==> src/rtl/csvtok_pkg.sv <==
// Shared constants, command encoding and whitespace classifier for the CSV
// field tokenizer. No dependencies.
`default_nettype none

package csvtok_pkg;

   localparam int DEFAULT_PENDING_DEPTH = 16;
   localparam int QUEUE_DEPTH           = 4;
   localparam int CHAR_W                = 16;

   localparam logic [CHAR_W-1:0] QUOTE_CHAR = 16'h0022;
   localparam logic [CHAR_W-1:0] COMMA_CHAR = 16'h002C;

   // command opcodes passed from front to back
   localparam logic [1:0] OP_NONE  = 2'd0;  // markers only
   localparam logic [1:0] OP_PUSH  = 2'd1;  // store interior whitespace
   localparam logic [1:0] OP_TEXT  = 2'd2;  // flush pending, emit char
   localparam logic [1:0] OP_COMMA = 2'd3;  // field end

   typedef struct packed {
      logic [1:0]        op;
      logic [CHAR_W-1:0] ch;
      logic              le;
      logic              drop;
   } cmd_type;

   function automatic logic is_ws(input logic [CHAR_W-1:0] c);
      logic r;
      r = (c == 16'h0020) || (c >= 16'h0009 && c <= 16'h000D) ||
          (c == 16'h0085) || (c == 16'h00A0) || (c == 16'h1680) ||
          (c >= 16'h2000 && c <= 16'h200A) ||
          (c == 16'h2028) || (c == 16'h2029) || (c == 16'h202F) ||
          (c == 16'h205F) || (c == 16'h3000);
      return r;
   endfunction

endpackage

`default_nettype wire

==> src/rtl/csvtok_front.sv <==
// Front end: accepts characters, tracks quoting and trim state, and issues
// commands to the queue. Depends on csvtok_pkg.
`default_nettype none

module csvtok_front
   import csvtok_pkg::*;
#(
   parameter int PENDING_DEPTH = DEFAULT_PENDING_DEPTH
) (
   input  wire logic              clock,
   input  wire logic              reset,
   input  wire logic [CHAR_W-1:0] char_code,
   input  wire logic              line_end,
   input  wire logic              in_valid,
   output logic                   in_ready,
   input  wire logic              q_full,
   output logic                   push,
   output cmd_type                push_cmd
);

   localparam int CNT_W = $clog2(PENDING_DEPTH + 1);

   logic             quoted_ff, quoted_in;
   logic             qsq_ff, qsq_in;
   logic             text_ff, text_in;
   logic [CNT_W-1:0] cnt_ff, cnt_in;
   logic             accept;
   cmd_type          cmd;

   assign in_ready = !q_full;
   assign accept   = in_valid && in_ready;

   always_comb begin
      logic handled;
      handled   = 1'b0;
      quoted_in = quoted_ff;
      qsq_in    = qsq_ff;
      text_in   = text_ff;
      cnt_in    = cnt_ff;
      cmd.op    = OP_NONE;
      cmd.ch    = char_code;
      cmd.le    = line_end;
      cmd.drop  = 1'b0;

      if (qsq_ff) begin
         qsq_in = 1'b0;
         if (char_code == QUOTE_CHAR) begin
            cmd.op  = OP_TEXT;
            text_in = 1'b1;
            cnt_in  = '0;
            handled = 1'b1;
         end else begin
            quoted_in = 1'b0;
         end
      end

      if (!handled) begin
         if (char_code == QUOTE_CHAR) begin
            if (quoted_in) begin
               qsq_in = 1'b1;
            end else begin
               quoted_in = 1'b1;
            end
         end else if (char_code == COMMA_CHAR && !quoted_in) begin
            cmd.op  = OP_COMMA;
            text_in = 1'b0;
            cnt_in  = '0;
         end else if (is_ws(char_code)) begin
            if (text_ff) begin
               if (cnt_ff < CNT_W'(PENDING_DEPTH)) begin
                  cmd.op = OP_PUSH;
                  cnt_in = cnt_ff + CNT_W'(1);
               end else begin
                  cmd.drop = 1'b1;
               end
            end
         end else begin
            cmd.op  = OP_TEXT;
            text_in = 1'b1;
            cnt_in  = '0;
         end
      end

      if (line_end) begin
         quoted_in = 1'b0;
         qsq_in    = 1'b0;
         text_in   = 1'b0;
         cnt_in    = '0;
      end
   end

   assign push     = accept && (cmd.op != OP_NONE || cmd.le || cmd.drop);
   assign push_cmd = cmd;

   always_ff @(posedge clock) begin
      if (reset) begin
         quoted_ff <= 1'b0;
         qsq_ff    <= 1'b0;
         text_ff   <= 1'b0;
         cnt_ff    <= '0;
      end else if (accept) begin
         quoted_ff <= quoted_in;
         qsq_ff    <= qsq_in;
         text_ff   <= text_in;
         cnt_ff    <= cnt_in;
      end
   end

endmodule

`default_nettype wire

==> src/rtl/csvtok_queue.sv <==
// Short command queue decoupling front end and back end.
// Depends on csvtok_pkg.
`default_nettype none

module csvtok_queue
   import csvtok_pkg::*;
(
   input  wire logic    clock,
   input  wire logic    reset,
   input  wire logic    push,
   input  wire cmd_type push_cmd,
   output logic         full,
   input  wire logic    pop,
   output cmd_type      head,
   output logic         empty
);

   localparam int PTR_W = $clog2(QUEUE_DEPTH);
   localparam int CNT_W = $clog2(QUEUE_DEPTH + 1);

   cmd_type          entry_ff [QUEUE_DEPTH];
   logic [PTR_W-1:0] wr_ptr_ff, rd_ptr_ff;
   logic [CNT_W-1:0] count_ff;
   logic             do_push, do_pop;

   assign full    = (count_ff == CNT_W'(QUEUE_DEPTH));
   assign empty   = (count_ff == '0);
   assign do_push = push && !full;
   assign do_pop  = pop && !empty;
   assign head    = entry_ff[rd_ptr_ff];

   always_ff @(posedge clock) begin
      if (do_push) begin
         entry_ff[wr_ptr_ff] <= push_cmd;
      end
   end

   always_ff @(posedge clock) begin
      if (reset) begin
         wr_ptr_ff <= '0;
         rd_ptr_ff <= '0;
         count_ff  <= '0;
      end else begin
         if (do_push) begin
            wr_ptr_ff <= (wr_ptr_ff == PTR_W'(QUEUE_DEPTH - 1)) ? '0 : wr_ptr_ff + PTR_W'(1);
         end
         if (do_pop) begin
            rd_ptr_ff <= (rd_ptr_ff == PTR_W'(QUEUE_DEPTH - 1)) ? '0 : rd_ptr_ff + PTR_W'(1);
         end
         if (do_push && !do_pop) begin
            count_ff <= count_ff + CNT_W'(1);
         end else if (do_pop && !do_push) begin
            count_ff <= count_ff - CNT_W'(1);
         end
      end
   end

endmodule

`default_nettype wire

==> src/rtl/csvtok_back.sv <==
// Back end: executes queued commands, holds the pending whitespace store and
// drives the registered result channel. Depends on csvtok_pkg.
`default_nettype none

module csvtok_back
   import csvtok_pkg::*;
#(
   parameter int PENDING_DEPTH = DEFAULT_PENDING_DEPTH
) (
   input  wire logic              clock,
   input  wire logic              reset,
   input  wire logic              q_empty,
   input  wire cmd_type           q_head,
   output logic                   pop,
   output logic                   out_valid,
   input  wire logic              out_ready,
   output logic [CHAR_W-1:0]      out_char,
   output logic                   char_valid,
   output logic                   field_end,
   output logic                   row_end,
   output logic                   space_overflow
);

   localparam int CNT_W = $clog2(PENDING_DEPTH + 1);
   localparam int IDX_W = (PENDING_DEPTH > 1) ? $clog2(PENDING_DEPTH) : 1;

   localparam logic [2:0] S_IDLE  = 3'd0;
   localparam logic [2:0] S_SPACE = 3'd1;
   localparam logic [2:0] S_CHAR  = 3'd2;
   localparam logic [2:0] S_FIELD = 3'd3;
   localparam logic [2:0] S_END   = 3'd4;

   logic [CHAR_W-1:0] pend_mem [PENDING_DEPTH];
   logic [CHAR_W-1:0] rd_q_ff;

   logic [2:0]        state_ff, state_in;
   cmd_type           cmd_ff, cmd_in;
   logic [CNT_W-1:0]  cnt_ff, cnt_in;
   logic [CNT_W-1:0]  rd_idx_ff, rd_idx_in;
   logic              we, re;
   logic [IDX_W-1:0]  rd_addr;

   logic              slot_free;
   logic              emit;
   logic [CHAR_W-1:0] e_char;
   logic              e_valid, e_fe, e_re, e_ov;

   logic              valid_ff;
   logic [CHAR_W-1:0] char_ff;
   logic              cv_ff, fe_ff, re_ff, ov_ff;

   assign slot_free = !valid_ff || out_ready;

   always_comb begin
      state_in  = state_ff;
      cmd_in    = cmd_ff;
      cnt_in    = cnt_ff;
      rd_idx_in = rd_idx_ff;
      pop       = 1'b0;
      we        = 1'b0;
      re        = 1'b0;
      rd_addr   = rd_idx_ff[IDX_W-1:0];
      emit      = 1'b0;
      e_char    = '0;
      e_valid   = 1'b0;
      e_fe      = 1'b0;
      e_re      = 1'b0;
      e_ov      = 1'b0;

      unique case (state_ff)
         S_IDLE: begin
            if (!q_empty) begin
               pop    = 1'b1;
               cmd_in = q_head;
               unique case (q_head.op)
                  OP_PUSH: begin
                     we       = 1'b1;
                     cnt_in   = cnt_ff + CNT_W'(1);
                     state_in = q_head.le ? S_END : S_IDLE;
                  end
                  OP_TEXT: begin
                     if (cnt_ff != '0) begin
                        re        = 1'b1;
                        rd_addr   = '0;
                        rd_idx_in = CNT_W'(1);
                        state_in  = S_SPACE;
                     end else begin
                        state_in = S_CHAR;
                     end
                  end
                  OP_COMMA: state_in = S_FIELD;
                  default:  state_in = S_END;
               endcase
            end
         end
         S_SPACE: begin
            if (slot_free) begin
               emit    = 1'b1;
               e_char  = rd_q_ff;
               e_valid = 1'b1;
               if (rd_idx_ff == cnt_ff) begin
                  state_in = S_CHAR;
               end else begin
                  re        = 1'b1;
                  rd_idx_in = rd_idx_ff + CNT_W'(1);
               end
            end
         end
         S_CHAR: begin
            if (slot_free) begin
               emit     = 1'b1;
               e_char   = cmd_ff.ch;
               e_valid  = 1'b1;
               cnt_in   = '0;
               state_in = cmd_ff.le ? S_END : S_IDLE;
            end
         end
         S_FIELD: begin
            if (slot_free) begin
               emit     = 1'b1;
               e_fe     = 1'b1;
               cnt_in   = '0;
               state_in = cmd_ff.le ? S_END : S_IDLE;
            end
         end
         S_END: begin
            if (slot_free) begin
               emit     = 1'b1;
               e_fe     = cmd_ff.le;
               e_re     = cmd_ff.le;
               e_ov     = cmd_ff.drop;
               if (cmd_ff.le) begin
                  cnt_in = '0;
               end
               state_in = S_IDLE;
            end
         end
         default: state_in = S_IDLE;
      endcase
   end

   always_ff @(posedge clock) begin
      if (we) begin
         pend_mem[cnt_ff[IDX_W-1:0]] <= q_head.ch;
      end
      if (re) begin
         rd_q_ff <= pend_mem[rd_addr];
      end
   end

   always_ff @(posedge clock) begin
      if (reset) begin
         state_ff  <= S_IDLE;
         cnt_ff    <= '0;
         rd_idx_ff <= '0;
         valid_ff  <= 1'b0;
      end else begin
         state_ff  <= state_in;
         cnt_ff    <= cnt_in;
         rd_idx_ff <= rd_idx_in;
         if (emit) begin
            valid_ff <= 1'b1;
         end else if (out_ready) begin
            valid_ff <= 1'b0;
         end
      end
   end

   always_ff @(posedge clock) begin
      cmd_ff <= cmd_in;
      if (emit) begin
         char_ff <= e_char;
         cv_ff   <= e_valid;
         fe_ff   <= e_fe;
         re_ff   <= e_re;
         ov_ff   <= e_ov;
      end
   end

   assign out_valid      = valid_ff;
   assign out_char       = char_ff;
   assign char_valid     = cv_ff;
   assign field_end      = fe_ff;
   assign row_end        = re_ff;
   assign space_overflow = ov_ff;

endmodule

`default_nettype wire

==> src/rtl/csv_line_field_tokenizer.sv <==
// Top level of the CSV line field tokenizer: front end, command queue and
// back end. Depends on csvtok_pkg, csvtok_front, csvtok_queue, csvtok_back.
//
//   channel  direction  tdata            tuser                          tlast
//   req      in         char_code[15:0]  -                              line_end
//   rsp      out        out_char[15:0]   char_valid, field_end, overflow row_end
//
// The front end takes one character per cycle while the four-entry command
// queue has room. The back-end sequencer pops a command in S_IDLE, then emits
// its results whenever the result slot is free (any flushed whitespace from
// S_SPACE before the character from S_CHAR) before it pops the next. Reset is
// synchronous and clears all control state; the pending store needs no
// clearing pass. A stalled rsp side fills the queue and then drops req_tready.
`default_nettype none

module csv_line_field_tokenizer
   import csvtok_pkg::*;
#(
   parameter int PENDING_DEPTH = DEFAULT_PENDING_DEPTH
) (
   input  wire logic        clock,
   input  wire logic        reset,
   input  wire logic        req_tvalid,
   output logic             req_tready,
   input  wire logic [15:0] req_tdata,   // char_code[15:0]
   input  wire logic        req_tlast,   // line_end
   output logic             rsp_tvalid,
   input  wire logic        rsp_tready,
   output logic [15:0]      rsp_tdata,   // out_char[15:0]
   output logic [2:0]       rsp_tuser,   // char_valid, field_end, space_overflow
   output logic             rsp_tlast    // row_end
);

   logic    q_full, q_empty, push, pop;
   cmd_type push_cmd, q_head;
   logic    cv, fe, ov;

   csvtok_front #(
      .PENDING_DEPTH(PENDING_DEPTH)
   ) u_front (
      .clock     (clock),
      .reset     (reset),
      .char_code (req_tdata),
      .line_end  (req_tlast),
      .in_valid  (req_tvalid),
      .in_ready  (req_tready),
      .q_full    (q_full),
      .push      (push),
      .push_cmd  (push_cmd)
   );

   csvtok_queue u_queue (
      .clock    (clock),
      .reset    (reset),
      .push     (push),
      .push_cmd (push_cmd),
      .full     (q_full),
      .pop      (pop),
      .head     (q_head),
      .empty    (q_empty)
   );

   csvtok_back #(
      .PENDING_DEPTH(PENDING_DEPTH)
   ) u_back (
      .clock          (clock),
      .reset          (reset),
      .q_empty        (q_empty),
      .q_head         (q_head),
      .pop            (pop),
      .out_valid      (rsp_tvalid),
      .out_ready      (rsp_tready),
      .out_char       (rsp_tdata),
      .char_valid     (cv),
      .field_end      (fe),
      .row_end        (rsp_tlast),
      .space_overflow (ov)
   );

   assign rsp_tuser = {ov, fe, cv};

endmodule

`default_nettype wire

==> config.mk <==
export PLATFORM = sky130hd
export DESIGN_NAME = csv_line_field_tokenizer
export DESIGN_NICKNAME = d
export VERILOG_FILES = /design/src/rtl/csvtok_pkg.sv /design/src/rtl/csvtok_front.sv /design/src/rtl/csvtok_queue.sv /design/src/rtl/csvtok_back.sv /design/src/rtl/csv_line_field_tokenizer.sv
export SDC_FILE = /design/constraint.sdc
export NUM_CORES = 1
export LEC_CHECK = 0
export BUFFER_PORTS_ARGS = -buffer_cell sky130_fd_sc_hd__clkbuf_2
export CAP_MARGIN = 20
export CORE_MARGIN = 10
export CORE_UTILIZATION = 40
export DETAILED_ROUTE_END_ITERATION = 7
export SLEW_MARGIN = 20
export SYNTH_ARGS = -nofsm -noshare
export SYNTH_HDL_FRONTEND = slang
export SYNTH_SLANG_ARGS = --single-unit
==> constraint.sdc <==
create_clock -name clock -period 5.8 [get_ports clock]
set_clock_uncertainty 0.1 [all_clocks]
set_input_delay 0.58 -clock clock [delete_from_list [all_inputs] [get_ports clock]]
set_output_delay 0.58 -clock clock [all_outputs]
set_load 0.02 [all_outputs]
==> results of run 1 <==
-- final cells by class --
class                      instances  area, µm²
multi-input combinational        517       4136
clock buffer                      52       1140
sequential                       421      12340
clock inverter                    25      166.4
tap                              532      665.6
fill                            3517      22110
timing repair buffer              69      416.7
inverter                          11      41.29
-- Yosys cell counts (3+ instances only) --
cell	count	area [µm²]
a211oi_1	18	135.1
a21oi_1	49	245.2
a22oi_1	18	135.1
a31oi_1	4	25.02
and2_1	6	37.54
and3_1	8	50.05
and4_1	4	35.03
buf_1	6	22.52
buf_2	13	65.06
buf_4	5	37.54
clkbuf_1	31	116.4
dfxtp_1	31	620.6
edfxtp_1	390	11710
ha_1	12	150.1
inv_1	10	37.54
mux2i_1	19	190.2
mux4_2	52	1171
nand2_1	58	217.7
nand2b_1	10	62.56
nand3_1	10	50.05
nand4_1	4	25.02
nor2_1	56	210.2
nor2b_1	20	125.1
nor3_1	21	105.1
nor3b_1	3	22.52
nor4_1	3	18.77
nor4b_1	3	26.28
o211ai_1	16	120.1
o21ai_0	15	75.07
o22ai_1	30	187.7
o31ai_1	18	135.1
or3_1	6	37.54
or4_1	3	22.52
xor2_1	12	105.1
-- final timing paths --
path / start / endpoint / depth (start not counted)
min: req_tdata[8] / u_queue.entry_ff[3][10]$_DFFE_PP_ / 1
min reg2reg: u_front.cnt_ff[3]$_SDFFE_PP0P_ / u_front.cnt_ff[3]$_SDFFE_PP0P_ / 1
max: flip-flop / u_back.rd_q_ff[2]$_DFFE_PP_ / 8
max reg2reg: flip-flop / u_back.rd_q_ff[2]$_DFFE_PP_ / 8
-- per-stage QoR --
step | setup WS [ns] | power [W] | cells | utilization | cell area [µm²]
after floorplan | 2.630 | 0.005015 | 1005 | - | 16700
after global placement | 2.256 | 0.005561 | 1549 | 0.4287 | 17580
after detailed placement | 2.184 | 0.005593 | 1549 | 0.4288 | 17590
after CTS | 2.463 | 0.008152 | 1626 | 0.4606 | 18890
after global routing | 2.284 | 0.008434 | 1627 | 0.4609 | 18910
final | 2.510 | 0.008072 | 1627 | 0.4609 | 18910
-- power groups by stage --
| stage | clock network, W | registers (W) | logic [W] |
|---|---|---|---|
| after detailed placement | 0 | 0.00412 | 0.00148 |
| after global routing | 0.00274 | 0.00408 | 0.00161 |
| after global placement | 0 | 0.00410 | 0.00146 |
| after floorplan | 0 | 0.00413 | 0.000884 |
| final | 0.00255 | 0.00405 | 0.00147 |
| after CTS | 0.00262 | 0.00405 | 0.00148 |
-- critical path, delay by kind of cell (launching register included) --
| family | cells | cell delay [ns] |
|---|---|---|
| AO/OA/AOI/OAI | 3 | 0.54 |
| multiplexers | 1 | 0.62 |
| AND/OR/NAND/NOR | 2 | 0.89 |
| flip-flops | 1 | 0.32 |
| buffers and inverters | 2 | 0.62 |
-- registers in the layout, summed over array words and instances, names as in the netlist, 5 cells and up, named ones only --
| register | count |
|---|---|
| u_back.pend_mem | 256 |
| u_queue.entry_ff | 80 |
| u_back.cmd_ff | 18 |
| u_back.out_char | 16 |
| u_back.rd_q_ff | 16 |
| u_back.cnt_ff | 5 |
| u_back.rd_idx_ff | 5 |
| u_front.cnt_ff | 5 |
-- logic make-up after synthesis --
family                     synth area share
AOI/OAI and AO/OA                   0.07487
xor gates and xnor gates           0.007344
adders and majority gates           0.01019
buffers and inverters               0.01724
DFF                                  0.7386
muxes                               0.08153
and+or+nand+nor                     0.07022
-- routing by layer --
| metal | track usage | vias up | wire length, µm |
|---|---|---|---|
| met5 | 0 | - | 0 |
| met4 | 0.04540 | 0 | 799 |
| met3 | 0.02433 | 55 | 1747 |
| met2 | 0.2308 | 236 | 17300 |
| met1 | 0.1933 | 4633 | 16370 |
| li1 | - | 4126 | - |
==> reports/results.ini, run 1 <==
[detailed_routing]
via_count=9050
viasPerCell=5.562
drtPass1Iterations=5
drt_iter0_markers=719
drcViolationCount=0
ant_nets=0
routedWlPerCell_um=22.26
routed_wl_um=36220

[floorplan]
die_h_um=224.3
coreArea_um2=41020
dieWidth_um=224.3
start_util=0.4071
num_rows=74
io_pins=43
die_area_um2=50310

[placement]
dp_hpwl_um=22010
io_buffers=42
gp_congestion=0.8292

[timing]
worst_pin_slew_ns=1.016
min_period_ns=3.290
whs_ns=0.1800
maxSlewHeadroom=0.3167
fmax_mhz=304.0
setup_viol=0
tns_ns=0
rsz0062_at_grt=no
final.period_utilization=0.5672
finalHoldViolations=0
drv_slew=0

[grt]
grt_overflow=0
grt_first_pass_wirelength_um=55400
grt_max_degree=49
grt.total_usage=0.1426
antenna_found_initial=1
first_global_vias=9211

[clock_network]
h-tree-depth=2
post_cts_resized=0
ctsHoldBuffers=0
postCtsSetupBuffers=0
path_clk_slew_ns=0.06
cts_max_path_buffers=3
root_buffer=clkbuf_16
cts_tree=done
cts-buffers-inserted=42
clk_latency_ns=0.56
cts_num_sinks=421

[synthesis]
ys_seq_area_frac=0.7386
syn-num-nets=1039
synth_area_um2=16700
synth_edf_count=390
synthArstFlopShare=0
yosys_warnings=0
syn_avg_cell_area_um2=16.61
yosysUniqueCellTypes=66
ys.flop_type=edfxtp_1
ys_ff_latch=421
syn_inst=1005

[setup_path]
worstPathRequired_ns=6.06
worst_setup_path_end_kind=flip-flop
cpPeakStageDelay_ns=0.64
rrSetupSlack_ns=2.51
worstPathCellList=buf_4 -> mux4_2 -> and3_1 -> a21oi_2 -> buf_4 -> and2_1 -> a21oi_1 -> o31ai_1
critPathArrivalTime_ns=3.55
worstSetupPathType=flip-flop to flip-flop
startpoint_type=flip-flop
crit_path_top_delay_cell=and2_1
cpMostUsedCell=buf_4
path_max_fanout=20

[finish]
nNetsFinal=1096
drive_above_1_share=0.1854
antennaDiodeCount=0
layout_common_cells=edfxtp_1, nand2_1, nor2_1
final_common_cell=edfxtp_1
synthToLayoutAreaGrowth_pct=13.23

[outcome]
outcome=finished clean

[power]
irDropWorstVdd_v=0.0002423
p_sw_w=0.002287
p_seq_frac=0.502
p_int_w=0.005785
pwr_density_cell_nw_per_um2=427.0
clock_power_share=0.316
leakage_nw=6.008
p_comb_frac=0.182
swShare=0.2834

[min_path]
min_path_type=input port to flip-flop

[flow_run]
cap_viol_max_count=0

Note: power is estimated with default switching activity, not from simulation.
==> run 2, diff against run 1 <==
clock period = 3.1 ns   (was 5.8 ns; I/O delays follow)
==> run 2 against run 1 <==
Flip-flop and latch count unchanged. Clock power grew 89%. Critical path type is now input port to flip-flop. Count of clock-buffer cells in the layout grew 1. First-iteration DRC count decreased by 6.1%. Die area stayed put. Routed wire length shrank 1.0%. Register-to-register slack lost 2.3 ns. Final area up 2.8%. Global-route usage increased by 0.074 points. Critical path depth grew 5. Power is 89% higher. Sequential share of layout area fell by 1.8 points.
==> reports/results.ini, run 2 (synthesis gave the netlist of run 1 again) <==
[outcome]
outcome=finished clean

[detailed_routing]
ant_nets=0  ; unchanged
routedWlPerCell_um=21.32  ; -4.2%
via_count=9186  ; +1.5%
viasPerCell=5.461  ; -1.8%
drtPass1Iterations=5  ; unchanged
routed_wl_um=35850  ; -1.0%
drcViolationCount=0  ; unchanged
drt_iter0_markers=675  ; -6.1%

[floorplan]
num_rows=74  ; unchanged
dieWidth_um=224.3  ; unchanged
die_area_um2=50310  ; unchanged
io_pins=43  ; unchanged
start_util=0.4071  ; unchanged
coreArea_um2=41020  ; unchanged
die_h_um=224.3  ; unchanged

[clock_network]
postCtsSetupBuffers=0  ; unchanged
root_buffer=clkbuf_16
cts_num_sinks=421  ; unchanged
cts_tree=done
cts_max_path_buffers=3  ; unchanged
h-tree-depth=2  ; unchanged
cts-buffers-inserted=42  ; unchanged
clk_latency_ns=0.55  ; about the same
path_clk_slew_ns=0.06  ; about the same

[min_path]
min_path_type=input port to flip-flop

[grt]
grt.total_usage=0.1434  ; +0.0007406
first_global_vias=9557  ; +3.8%
grt_max_degree=45  ; -8.2%
grt_overflow=0  ; unchanged
antenna_found_initial=0  ; -1
grt_first_pass_wirelength_um=56350  ; +1.7%

[finish]
drive_above_1_share=0.2157  ; +0.03026
instances_no_fill=1682  ; +3.4%
final_common_cell=edfxtp_1
nNetsFinal=1150  ; +4.9%
largest_reg_flops=256  ; unchanged
antennaDiodeCount=0  ; unchanged
fill_cells=3484  ; -0.94%
layout_common_cells=edfxtp_1, buf_4, nand2_1
synthToLayoutAreaGrowth_pct=16.41

[timing]
rsz0062_at_grt=no
min_period_ns=2.979
setup_viol=0  ; unchanged
maxSlewHeadroom=0.5309  ; +0.2143
drv_slew=0  ; unchanged
finalHoldViolations=0  ; unchanged
final.period_utilization=0.9608
fin_ws_ns=0.1214  ; -2.389 ns
worst_pin_slew_ns=0.7036  ; -0.3121 ns
fmax_mhz=335.7
tns_ns=0  ; unchanged

[setup_path]
startpoint=req_tdata[4]
path_max_fanout=3  ; -85%
worst_setup_path_end_kind=flip-flop
worstPathRequired_ns=3.47  ; -2.59 ns
critPathArrivalTime_ns=3.35  ; -0.20 ns
cpPeakStageDelay_ns=0.56  ; -0.08 ns
crit_path_top_delay_cell=or4b_4
rrSetupSlack_ns=0.23  ; -2.28 ns
endpoint=u_queue.count_ff[2]$_SDFFE_PP0P_
reg2reg_to=u_back.rd_q_ff[5]$_DFFE_PP_
worstPathCellList=dlygate4sd3_1 -> clkbuf_2 -> or4b_4 -> or3_4 -> o32ai_4 -> a21oi_2 -> and2_4 -> ha_1 -> inv_1 -> fa_1 -> xor2_1 -> or3_1 -> a21oi_1
r2r_cells=4  ; -4
worstSetupPathType=input port to flip-flop
startpoint_type=input port

[power]
pwr_density_cell_nw_per_um2=784.7  ; +84%
leakage_nw=6.324  ; +5.3%
irDropWorstVdd_v=0.0005267  ; +120%

[placement]
io_buffers=42  ; unchanged
dp_hpwl_um=22640  ; +2.9%
pre_cts_ws_ns=0.0003189  ; -2.184 ns
gp_congestion=0.8096  ; -2.4%
place_inst=1593  ; +2.8%

[flow_run]
cap_viol_max_count=0  ; unchanged

==> run 2: layout make-up <==
cell class	count	area, µm²	area share
clock inverters	25	190.2	0.009785
well taps	532	665.6	0.03425
multi-input cells	517	4140	0.2130
clock buffers	53	1114	0.05729
flip-flops and latches	421	12340	0.6349
inverters	11	41.29	0.002124
repair buffers	123	945.9	0.04867
==> run 2: report_power, final <==
| part | switching (W) | internal [W] | total [W] | leakage, nW |
|---|---|---|---|---|
| logic | 0.00199 | 0.000909 | 0.00290 | 1.87 |
| clock network | 0.00208 | 0.00273 | 0.00481 | 0.644 |
| registers | 0.000228 | 0.00732 | 0.00755 | 3.80 |
==> run 2: worst max-delay path, delay by kind of cell <==
kind	cells	cell delay [ns]
AO/OA/AOI/OAI	3	0.49
AND/OR/NAND/NOR	4	1.39
adder cells (fa/ha/maj)	2	0.38
XOR/XNOR	1	0.07
buffers and inverters	3	0.72
==> run 2: repair_timing <==
item	4_1_cts	5_1_grt
setup endpoints to repair	0	2
hold buffers	11	0
gates resized for setup	0	6
endpoints found under the hold margin	41	0
==> run 2: worst min path at each step <==
stage	startpoint	endpoint	slack, ns	cells after the start
after floorplan	req_tdata[8]	u_queue.entry_ff[0][10]$_DFFE_PP_	0.31	0
after global placement	u_front.cnt_ff[3]$_SDFFE_PP0P_	u_front.cnt_ff[3]$_SDFFE_PP0P_	0.35	1
after detailed placement	u_front.cnt_ff[3]$_SDFFE_PP0P_	u_front.cnt_ff[3]$_SDFFE_PP0P_	0.36	1
after CTS	req_tlast	u_queue.entry_ff[3][1]$_DFFE_PP_	0.01	1
after global routing	req_tlast	u_queue.entry_ff[2][1]$_DFFE_PP_	0.05	1
final	req_tlast	u_queue.entry_ff[0][1]$_DFFE_PP_	0.04	1
==> run 2: routing by layer <==
layer / wire [µm] / track usage
met1: 16760 / 0.2005
met3: 1626 / 0.02524
met4: 550 / 0.03641
met5: 0 / 0
met2: 16920 / 0.2284
==> run 2: through the flow <==
| stage | utilization | power, W | cell area [µm²] | hold slack (ns) |
|---|---|---|---|---|
| 2_1_floorplan | - | 0.009383 | 16700 | 0.3089 |
| 3_3_place_gp | 0.4386 | 0.01053 | 17990 | 0.3547 |
| 3_5_place_dp | 0.4386 | 0.01059 | 17990 | 0.3607 |
| 4_1_cts | 0.4730 | 0.01542 | 19400 | 0.01357 |
| 5_1_grt | 0.4739 | 0.01593 | 19440 | 0.05201 |
| 6_report | 0.4739 | 0.01525 | 19440 | 0.04403 |
==> run 3, diff against run 2 <==
RECOVER_POWER = 100   (was not set)
==> run 3 against run 2 <==
Final area down 1.4%. Die area is the same. Count of clock-buffer cells in the layout unchanged. Global-route usage did not move. Flip-flop and latch count is the same. Critical path type unchanged. Largest cell class unchanged. Routed wire length barely moved. Sequential share of layout area grew 0.88 points.
==> reports/results.ini, run 3 (synthesis gave the netlist of run 1 again) <==
[grt]
first_global_vias=9557  ; unchanged
grt_overflow=0  ; unchanged
grt.total_usage=0.1434  ; unchanged
antenna_found_initial=0  ; unchanged
grt_first_pass_wirelength_um=56350  ; unchanged
grt_max_degree=45  ; unchanged

[timing]
setup_viol=0  ; unchanged
min_period_ns=2.992  ; +0.01327 ns
final.period_utilization=0.9651  ; +0.004279
maxSlewHeadroom=0.09948  ; -0.4315
finalHoldViolations=0  ; unchanged
rsz0062_at_grt=no
drv_slew=0  ; unchanged
tns_ns=0  ; unchanged
fmax_mhz=334.2  ; -0.44%
worst_pin_slew_ns=1.351  ; +0.6472 ns

[min_path]
min_path_type=input port to flip-flop
min_from=reset

[power]
swShare=0.2826  ; +0.001159
pwr_density_cell_nw_per_um2=790.2  ; +0.70%
p_int_w=0.01086  ; -0.86%
p_sw_w=0.004280  ; -0.29%
p_comb_frac=0.184  ; -0.006
clock_power_share=0.317  ; +0.002
p_seq_frac=0.499  ; +0.004
irDropWorstVdd_v=0.0005260  ; -0.14%
leakage_nw=6.107  ; -3.4%

[detailed_routing]
routedWlPerCell_um=21.33  ; about the same
via_count=9243  ; +0.62%
routed_wl_um=35870  ; about the same
viasPerCell=5.495  ; +0.62%
ant_nets=0  ; unchanged
drtPass1Iterations=5  ; unchanged
drt_iter0_markers=715  ; +5.9%
drcViolationCount=0  ; unchanged

[flow_run]
cap_viol_max_count=0  ; unchanged

[setup_path]
startpoint=req_tdata[4]
worstSetupPathType=input port to flip-flop
worstPathRequired_ns=3.47  ; about the same
worstPathCellList=dlygate4sd3_1 -> clkbuf_2 -> or4b_4 -> or3_4 -> o32ai_4 -> a21oi_2 -> and2_4 -> ha_1 -> inv_1 -> fa_1 -> xor2_1 -> or3_1 -> a21oi_1
path_delay_family=simple AND/OR/NAND/NOR gates
startpoint_type=input port
path_max_fanout=3  ; unchanged
worst_setup_path_end_kind=flip-flop
crit_path_top_delay_cell=or4b_4
critPathArrivalTime_ns=3.36  ; about the same
cpPeakStageDelay_ns=0.56  ; about the same
worst-path-buf-inv=3  ; unchanged

[finish]
nNetsFinal=1150  ; unchanged
final_common_cell=edfxtp_1
antennaDiodeCount=0  ; unchanged
drive_above_1_share=0.1670  ; -0.04870
layout_common_cells=edfxtp_1, clkbuf_1, nand2_1
instances_no_fill=1682  ; unchanged
largest_reg_flops=256  ; unchanged
synthToLayoutAreaGrowth_pct=14.79

[placement]
io_buffers=42  ; unchanged
dp_hpwl_um=22640  ; unchanged
place_inst=1593  ; unchanged
gp_congestion=0.8096  ; unchanged

[clock_network]
postCtsSetupBuffers=0  ; unchanged
cts_num_sinks=421  ; unchanged
cts_max_path_buffers=3  ; unchanged
h-tree-depth=2  ; unchanged
root_buffer=clkbuf_16
clk_latency_ns=0.55  ; about the same
cts_tree=done
path_clk_slew_ns=0.06  ; about the same
cts-buffers-inserted=42  ; unchanged

[floorplan]
die_area_um2=50310  ; unchanged
dieWidth_um=224.3  ; unchanged
start_util=0.4071  ; unchanged
io_pins=43  ; unchanged
coreArea_um2=41020  ; unchanged
num_rows=74  ; unchanged
die_h_um=224.3  ; unchanged

[outcome]
outcome=finished clean

-- run 3: changes by cell type in the layout (fill, tap and decap cells not counted), moves of 5 or more --
cell      delta
buf_12       -7
nor3_1       +5
nor3_2       -5
clkbuf_2    -16
buf_4       -30
clkbuf_1    +49
-- run 3: worst paths after layout --
| kind | end | slack [ns] | cells past startpoint |
|---|---|---|---|
| setup reg to reg | u_back.rd_q_ff[5]$_DFFE_PP_ | 0.25 | 4 |
| hold / removal | u_queue.count_ff[0]$_SDFFE_PP0P_ | 0.13 | 3 |
| setup / recovery | u_queue.count_ff[2]$_SDFFE_PP0P_ | 0.11 | 13 |
| hold reg to reg | flip-flop | 0.38 | 2 |
-- run 3: layout make-up --
type | count | area, µm²
clock inverter | 25 | 190.2
sequential | 421 | 12340
timing repair buffer | 123 | 706.9
clock buffer | 53 | 1114
inverter | 11 | 41.29
fill | 3545 | 21850
tap | 532 | 665.6
multi-input combinational | 517 | 4111
-- run 3: power by group through the flow --
stage	Sequential (W)	Clock, W	Combinational, W
2_1_floorplan	0.00773	0	0.00165
3_3_place_gp	0.00765	0	0.00288
3_5_place_dp	0.00767	0	0.00292
4_1_cts	0.00755	0.00493	0.00294
5_1_grt	0.00761	0.00515	0.00307
6_report	0.00756	0.00480	0.00278
-- run 3: worst min-delay path: cells and delay by family --
kind                   cells  cell delay [ns]
buffers and inverters      2             0.31
AND/OR/NAND/NOR            1             0.12
-- run 3: layer usage --
metal,wire length [µm],global-route usage
met2,16890,0.2284
met4,542,0.03641
met3,1871,0.02524
met1,16570,0.2005
met5,0,0
-- run 3: metrics by stage --
step           setup WS, ns    util  instance area [µm²]  total power, W  hold slack, ns
2_1_floorplan        0.1475       -                16700        0.009383          0.3089
3_3_place_gp        0.03659  0.4386                17990         0.01053          0.3547
3_5_place_dp      0.0003189  0.4386                17990         0.01059          0.3607
4_1_cts             0.03101  0.4730                19400         0.01542         0.01357
5_1_grt             0.01324  0.4673                19170         0.01583          0.1329
6_report             0.1081  0.4673                19170         0.01514          0.1290
-- run 3: what timing repair did --
item	4_1_cts	5_1_grt
hold endpoints to repair	41	0
endpoints found under the setup margin	0	2
gates resized for setup	0	6
hold buffers	11	0
